## src/hdl/vis_pkg.sv

```systemverilog
// Shared types and constants for the visit idleness statistics unit
`timescale 1ns / 1ps
`default_nettype none
package vis_pkg;

    localparam int MAX_NODES_DEF = 256;
    localparam int NUM_NODES_W   = 9;
    localparam int NODE_W        = 8;
    localparam int TIME_W        = 32;
    localparam int IDL_W         = 24;
    localparam int CNT_W         = 16;
    localparam int SUM_W         = 40;
    localparam int SQ_W          = 64;
    localparam int PROD_W        = 2 * IDL_W;
    localparam int DIV_STEPS     = 64;
    localparam int ROOT_STEPS    = 24;
    localparam int MIN_IDX_W     = 7;

    localparam logic [IDL_W-1:0]       IDL_MAX       = '1;
    localparam logic [CNT_W-1:0]       CNT_MAX       = '1;
    localparam logic [IDL_W-1:0]       MIN_UNSET_MS  = 24'd100;
    localparam logic [NUM_NODES_W-1:0] NUM_NODES_RST = 9'd256;
    localparam logic [PROD_W-1:0]      ROOT_BIT_INIT = 48'h4000_0000_0000;

    typedef struct packed {
        logic                visited;
        logic [TIME_W-1:0]   last;
        logic [CNT_W-1:0]    cnt;
        logic [SUM_W-1:0]    sum;
        logic [SQ_W-1:0]     sq;
    } entry_t;

    typedef struct packed {
        logic clr_wr;
        logic load_in;
        logic rd_node;
        logic upd;
        logic wr_node;
        logic scan_init;
        logic scan_rd;
        logic div_start;
        logic div_sel_sq;
        logic div_step;
        logic mean_save;
        logic mul_mean;
        logic root_start;
        logic root_step;
        logic fin_load;
    } cmd_t;

    typedef struct packed {
        logic node_ok;
        logic counted;
    } stat_t;

    function automatic int idx_w(input int n);
        int w;
        begin
            w = $clog2(n + 1);
            idx_w = (w > MIN_IDX_W) ? w : MIN_IDX_W;
        end
    endfunction

endpackage
`default_nettype wire

```

## src/hdl/vis_ctrl.sv

```systemverilog
// Sequencer for node update, scans, division and square root
`timescale 1ns / 1ps
`default_nettype none
module vis_ctrl #(
    parameter int MAX_NODES = vis_pkg::MAX_NODES_DEF
) (
    input  wire logic                               clk,
    input  wire logic                               rst_n,
    input  wire logic                               in_valid,
    output logic                                    in_ready,
    output logic                                    out_valid,
    input  wire logic                               out_ready,
    input  wire logic                               num_nodes_we,
    input  wire logic [vis_pkg::NUM_NODES_W-1:0]    num_nodes,
    input  vis_pkg::stat_t                          stat,
    output vis_pkg::cmd_t                           cmd,
    output logic [vis_pkg::idx_w(MAX_NODES)-1:0]    idx
);
    import vis_pkg::*;

    localparam int CW = idx_w(MAX_NODES);

    typedef enum logic [3:0] {
        S_CLEAR, S_IDLE, S_RD, S_UPD, S_WR, S_SCAN, S_DSUM_LD, S_DSUM,
        S_DSQ_LD, S_DSQ, S_MSQ, S_ROOT_LD, S_ROOT, S_FIN
    } state_t;

    state_t                 state_reg, state_next;
    logic [CW-1:0]          cnt_reg, cnt_next;
    logic                   out_valid_reg, out_valid_next;
    logic [NUM_NODES_W-1:0] num_nodes_reg, num_nodes_next;
    logic [CW-1:0]          scan;

    assign scan = (int'(num_nodes_reg) < MAX_NODES) ? CW'(num_nodes_reg) : CW'(MAX_NODES);
    assign in_ready  = (state_reg == S_IDLE);
    assign out_valid = out_valid_reg;
    assign idx       = cnt_reg;

    always_comb
    begin
        state_next     = state_reg;
        cnt_next       = cnt_reg;
        cmd            = '0;
        out_valid_next = out_valid_reg & ~out_ready;
        num_nodes_next = num_nodes_we ? num_nodes : num_nodes_reg;
        unique case (state_reg)
            S_CLEAR:
            begin
                cmd.clr_wr = 1'b1;
                if (cnt_reg == CW'(MAX_NODES - 1))
                begin
                    cnt_next   = '0;
                    state_next = S_IDLE;
                end
                else
                begin
                    cnt_next = cnt_reg + 1'b1;
                end
            end
            S_IDLE:
            begin
                if (in_valid)
                begin
                    cmd.load_in = 1'b1;
                    state_next  = S_RD;
                end
            end
            S_RD:
            begin
                cmd.rd_node = 1'b1;
                state_next  = S_UPD;
            end
            S_UPD:
            begin
                cmd.upd    = 1'b1;
                state_next = S_WR;
            end
            S_WR:
            begin
                cmd.wr_node   = 1'b1;
                cmd.scan_init = 1'b1;
                cnt_next      = '0;
                state_next    = S_SCAN;
            end
            S_SCAN:
            begin
                if (cnt_reg < scan)
                begin
                    cmd.scan_rd = 1'b1;
                    cnt_next    = cnt_reg + 1'b1;
                end
                else
                begin
                    state_next = stat.counted ? S_DSUM_LD : S_FIN;
                end
            end
            S_DSUM_LD:
            begin
                cmd.div_start = 1'b1;
                cnt_next      = '0;
                state_next    = S_DSUM;
            end
            S_DSUM:
            begin
                cmd.div_step = 1'b1;
                cnt_next     = cnt_reg + 1'b1;
                if (cnt_reg == CW'(DIV_STEPS - 1))
                begin
                    state_next = S_DSQ_LD;
                end
            end
            S_DSQ_LD:
            begin
                cmd.mean_save  = 1'b1;
                cmd.div_start  = 1'b1;
                cmd.div_sel_sq = 1'b1;
                cnt_next       = '0;
                state_next     = S_DSQ;
            end
            S_DSQ:
            begin
                cmd.div_step = 1'b1;
                cnt_next     = cnt_reg + 1'b1;
                if (cnt_reg == CW'(DIV_STEPS - 1))
                begin
                    state_next = S_MSQ;
                end
            end
            S_MSQ:
            begin
                cmd.mul_mean = 1'b1;
                state_next   = S_ROOT_LD;
            end
            S_ROOT_LD:
            begin
                cmd.root_start = 1'b1;
                cnt_next       = '0;
                state_next     = S_ROOT;
            end
            S_ROOT:
            begin
                cmd.root_step = 1'b1;
                cnt_next      = cnt_reg + 1'b1;
                if (cnt_reg == CW'(ROOT_STEPS - 1))
                begin
                    state_next = S_FIN;
                end
            end
            S_FIN:
            begin
                if (!out_valid_reg || out_ready)
                begin
                    cmd.fin_load   = 1'b1;
                    out_valid_next = 1'b1;
                    state_next     = S_IDLE;
                end
            end
            default:
            begin
                state_next = S_IDLE;
            end
        endcase
    end

    always_ff @(posedge clk or negedge rst_n)
    begin
        if (!rst_n)
        begin
            state_reg     <= S_CLEAR;
            cnt_reg       <= '0;
            out_valid_reg <= 1'b0;
            num_nodes_reg <= NUM_NODES_RST;
        end
        else
        begin
            state_reg     <= state_next;
            cnt_reg       <= cnt_next;
            out_valid_reg <= out_valid_next;
            num_nodes_reg <= num_nodes_next;
        end
    end

endmodule
`default_nettype wire

```

## config.mk

```make
export PLATFORM = sky130hd
export DESIGN_NAME = vis_ctrl
export DESIGN_NICKNAME = d
export VERILOG_FILES = /design/src/hdl/vis_pkg.sv /design/src/hdl/vis_ctrl.sv
export SDC_FILE = /design/constraint.sdc
export NUM_CORES = 1
export LEC_CHECK = 0
export BUFFER_PORTS_ARGS = -buffer_cell sky130_fd_sc_hd__buf_4
export CAP_MARGIN = 5
export CELL_PAD_IN_SITES_DETAIL_PLACEMENT = 1
export CELL_PAD_IN_SITES_GLOBAL_PLACEMENT = 2
export CORE_MARGIN = 1.5
export CORE_UTILIZATION = 31
export CTS_CLUSTER_SIZE = 25
export DETAILED_ROUTE_END_ITERATION = 7
export PLACE_DENSITY = 0.79
export SLEW_MARGIN = 20
export SYNTH_ARGS = -nofsm -noshare
export SYNTH_HDL_FRONTEND = slang
export SYNTH_SLANG_ARGS = --single-unit
```

## constraint.sdc

```tcl
create_clock -name clk -period 2.8 [get_ports clk]
set_input_delay 0.28 -clock clk [delete_from_list [all_inputs] [get_ports clk]]
set_output_delay 0.28 -clock clk [all_outputs]
set_load 0.005 [all_outputs]
```

# == Word-level counts from Yosys, hierarchy flattened ==
# Cells that the tools add are included.
# totals
word_cells,74
reg_bits,23
# classes
muxes,31
n_lt_le_gt_ge,2
n_bitwise,2
n_reduce_logical,10
add_sub_neg,1
n_eq_ne,24
# ops
op,count
4-bit one-hot mux with 14 select lines,1
9-bit one-hot mux with 4 select lines,1
4-bit two-way mux,8
9-bit two-way mux,3
4-bit equality test (second input constant),6
1-bit two-way mux,17
4-bit by 3-bit equality test with 1-bit output (second input constant),4
2-bit inequality test (second input constant),8
9-bit by 1-bit adder with 9-bit output (second input constant),1
9-bit by 5-bit equality test with 1-bit output (second input constant),1
9-bit by 6-bit equality test with 1-bit output (second input constant),1
9-bit by 8-bit equality test with 1-bit output (second input constant),1
9-bit < comparator,1
9-bit < comparator (second input constant),1
4-bit by 2-bit equality test with 1-bit output (second input constant),2
7-bit AND reduction,1
4-bit by 1-bit equality test with 1-bit output (second input constant),1
4-bit logical NOT,1
4-bit nonzero test,1
2-bit OR reduction,2
4-bit OR reduction,1
3-bit OR reduction,1
2-bit two-way mux,1
2-bit AND reduction,1
4 further kinds,4

# == Logic depth before layout (Yosys ltp) ==
# depth
depth_word,5
ltp_mapped,11

# == Least setup slack after synthesis ==
# No wires, ideal clock.
# synth_path
kind,register to register
startpoint,register cnt_reg[0] (netlist: idx[0])
endpoint,register state_reg[0]
period_less_slack_ps,2373
n_path_buf,0
stages_incl_launch_ff,11
path_slack_ps,427
t_arrival_ps,2252
path_cell_list,dfrtp_1 ha_1 and3_1 and3_1 nand3_1 inv_1 ha_1 mux2_1 o32ai_1 nor2_1 o22a_1
# synth_via
elab_chain_cells,3
# synth_lines
item,line_no,source
start: declaration,vis_ctrl.sv:29,"logic [CW-1:0] cnt_reg, cnt_next;"
start signal: assignment,vis_ctrl.sv:177,cnt_reg <= cnt_next;
9-bit < comparator (tied with other cells),vis_ctrl.sv:87,if (cnt_reg < scan)
2-bit inequality test (no line),n/a,
7-bit AND reduction (no line) (*),n/a,
end signal: assignment,vis_ctrl.sv:176,state_reg <= state_next;
end: declaration,vis_ctrl.sv:28,"state_t state_reg, state_next;"
# Every way passes the cells marked *; elsewhere a longest branch is shown, timed or not.
# A chain may end at the register's enable or synchronous reset.

==> metrics.md <==
| Metric | Value |
|---|---|
| Critical Path Fanout Max | 9 |
| RSZ-0062 raised after global routing | false |
| Synth warnings | 0 |
| DP Cell Count | 299 |
| Vias in the first global route | 1535 |
| Worst reg2reg path depth | 11 |
| CP Capture Type | primary output |
| Post-synth top flop | dfrtp_1 |
| Slowest cell delay on critical path | 0.57 ns |
| Cells after Synth | 191 |
| Kind of critical path | reg -> out |
| Drt pass-1 iters | 4 |
| Post-Route Skew | 0.00654 ns |
| Critical Path RT | 2.52 ns |
| Post-CTS Setup Repair Bufs | 0 |
| Max-Cap Viols | 0 |
| Worst Tran Pin Value | 0.464 ns |
| CP startpoint kind | flip-flop |
| Layout cell share with drive strength beyond 1 | 30.8% |
| Arr. time, crit path | 2.33 ns |
| WL/cell | 14.1 um |
| Reg clk slew, reported paths | 0.09 ns |
| Non-filler cells, final | 304 |
| Clock root cell | clkbuf_8 |
| First-pass GRT wire length | 7460 um |
| All-Layer GR Usage | 15.5% |
| Layout area overhead | 27.2% |
| CTS Buffer Depth | 2 |
| Multiplexer share of the synthesized area | 6.13% |
| CP max stage cell | dfstp_2 |
| Post-Synth Adder-Cell Area | 8.33% |
| I/O pins | 42 |
| Design Area, Final | 2100 um2 |
| GPL Wtd Cong | 0.781 |
| Clock Latency Late Sink | 0.27 ns |
| Die Y | 76.0 um |
| Cell Area, Synth | 1650 um2 |
| GRT overflow | 0 |
| Synth Area in Compound Gates | 19.3% |
| Row cnt | 26 |
| Synth Area in XOR/XNOR | 0.530% |
| Cell Area, Placed | 2040 um2 |
| Vias per Instance | 4.98 |
| Detailed Route Iter0 Violations | 49 |
| Final HPWL DP | 3330 um |
| Synth unique cells | 46 |
| Antenna cell count | 0 |
| Final setup viols | 0 |
| DRC violations left | 0 |
| CTS tree | yes |
| Total wire length | 4280 um |
| Design Power | 0.000641 W |
| Min Tclk post-route | 2.61 ns |
| Placeable Area | 5140 um2 |
| Leakage power | 0.984 nW |
| FFs w/ async S/R, synth | 100% |
| Maximum VDD drop | 0.000195 V |
| Max Freq | 0.384 GHz |
| Die width | 76.0 um |
| Routed Antenna Nets | 0 |
| Starting Density | 32.2% |
| Post-synth EDFFs | 0 |
| Antenna violations before repair | 0 |
| Hold violation count in the final report | 0 |
| Largest family of logic cells by synthesized area | simple AND/OR/NAND/NOR gates |
| Synth Register Bits | 23 |
| Period utilisation layout | 93.1% |
| Largest net degree at the start of global routing | 24 |
| Num CTS Buffers | 3 |
| Outcome | finished clean |
| Die footprint | 5780 um2 |
| Hold Crit Depth | 3 |
| Register area share after synthesis | 34.9% |
| Simple-Gate Fraction of Synth Area | 25.2% |
| Syn Area/Cell | 8.65 um2 |
| Nets | 262 |
| Hold Crit Class | in -> reg |
| Setup TNS | 0 ns |
| Final slew viol count | 0 |
| Clock sink count | 23 |
| Syn_nets | 218 |
| Vias | 1514 |
| Most frequent CP cell | a211oi_2 |
| Max-slew headroom | 69.1% |
| I/O Buffers | 40 |
| Crit-path cells | clkinvlp_4 -> nand2_1 -> ha_1 -> a211oi_2 -> o221ai_2 -> a211oi_2 -> and3_1 -> buf_4 |
| Pwr Density | 305 nW/um2 |
| # H-tree levels | 1 |
## Yosys cell counts, types with 2 or more instances
cell type / instances / share of area [%]
a211oi_2: 3 / 2.3
a21oi_1: 4 / 1.2
and3_1: 6 / 2.3
buf_2: 5 / 1.5
buf_4: 3 / 1.4
clkbuf_1: 2 / 0.45
dfrtp_1: 22 / 33
ha_1: 11 / 8.3
inv_1: 6 / 1.4
mux2_2: 8 / 5.5
nand2_1: 23 / 5.2
nand2b_1: 9 / 3.4
nand3_1: 6 / 1.8
nand4_1: 2 / 0.76
nor2_1: 21 / 4.8
nor2b_1: 5 / 1.9
o21ai_0: 15 / 4.5
o21ai_1: 9 / 2.7
o22ai_1: 2 / 0.76
o31ai_2: 2 / 1.5
or2_1: 2 / 0.76
## power breakdown
part | internal (W) | total (W) | switching [W]
Combinational | 0.0000406 | 0.0000762 | 0.0000356
Sequential | 0.000346 | 0.000353 | 0.00000708
Clock | 0.0000994 | 0.000212 | 0.000113
## logic make-up after synthesis
| logic type | Yosys count |
|---|---|
| AND/OR/NAND/NOR | 83 |
| multiplexers | 9 |
| AO/OA/AOI/OAI | 46 |
| adder cells (fa/ha/maj) | 11 |
| buffers and inverters | 18 |
| XOR/XNOR | 1 |
| flip-flops | 23 |
## path summary, 6_finish.rpt
kind / startpoint / end / slack [ns]
worst min register to register: num_nodes_reg[3] / num_nodes_reg[3] / 0.51
worst min-delay path: num_nodes[8] / num_nodes_reg[8] / 0.22
worst max register to register: idx[0] / state_reg[0] / 0.26
min in group asynchronous: rst_n / num_nodes_reg[4] / 0.44
max in group asynchronous: rst_n / num_nodes_reg[8] / 2.09
worst max-delay path: num_nodes_reg[8] / cmd[8] / 0.19
## metrics by stage
stage / utilization [%] / setup slack (ns) / hold WS, ns
after floorplan: - / 0.427 / -0.0156
after global routing: 40.9 / 0.00942 / 0.230
after detailed placement: 39.7 / 0.258 / 0.197
after CTS: 40.8 / 0.0814 / 0.218
final: 40.9 / 0.193 / 0.218
after global placement: 39.7 / 0.240 / 0.194
## cell usage in the layout (no fill, tap or decap), types with 2 or more instances in the layout
cell type	synthesis	routed
or2_1	2	2
nand4_1	2	2
a211oi_2	3	3
o22ai_1	2	2
mux2_2	8	8
nor2_1	21	21
o31ai_2	2	2
nand3_1	6	6
and3_1	6	6
nand2b_1	9	9
o21ai_1	9	9
a21oi_1	4	4
ha_1	11	11
clkbuf_8	0	3
nand2_1	23	23
inv_1	6	6
nor2b_1	5	5
o21ai_0	15	15
dfrtp_1	22	22
buf_4	3	49
## critical path, delay by kind of cell (launching register included)
family / cells / cell delay (ns)
adders and majority gates: 1 / 0.25
AOI/OAI and AO/OA: 3 / 0.64
and+or+nand+nor: 2 / 0.31
DFF: 1 / 0.57
buffers and inverters: 2 / 0.29
## final cells by class
cell class | instances | area, um2
clock buffers | 3 | 41.3
flip-flops and latches | 23 | 577
multi-input cells | 150 | 983
inverters | 7 | 30.0
fillers | 658 | 3040
repair buffers | 50 | 378
well taps | 70 | 87.6
clock inverters | 1 | 5.00
## layer usage
metal | global-route usage [%] | share of wire [%] | routed length (um)
met1 | 21.3 | 49 | 2080
met2 | 26.8 | 49 | 2100
met3 | 1.56 | 1.8 | 76
met4 | 2.78 | 0.44 | 19
met5 | 0 | 0 | 0
## repair_timing
item / 4_1_cts / 5_1_grt
hold endpoints to repair: 22 / 0
hold buffers: 1 / 0
endpoints found under the setup margin: 0 / 2
gates resized for setup: 0 / 1
Note: power is estimated with default switching activity, not from simulation.
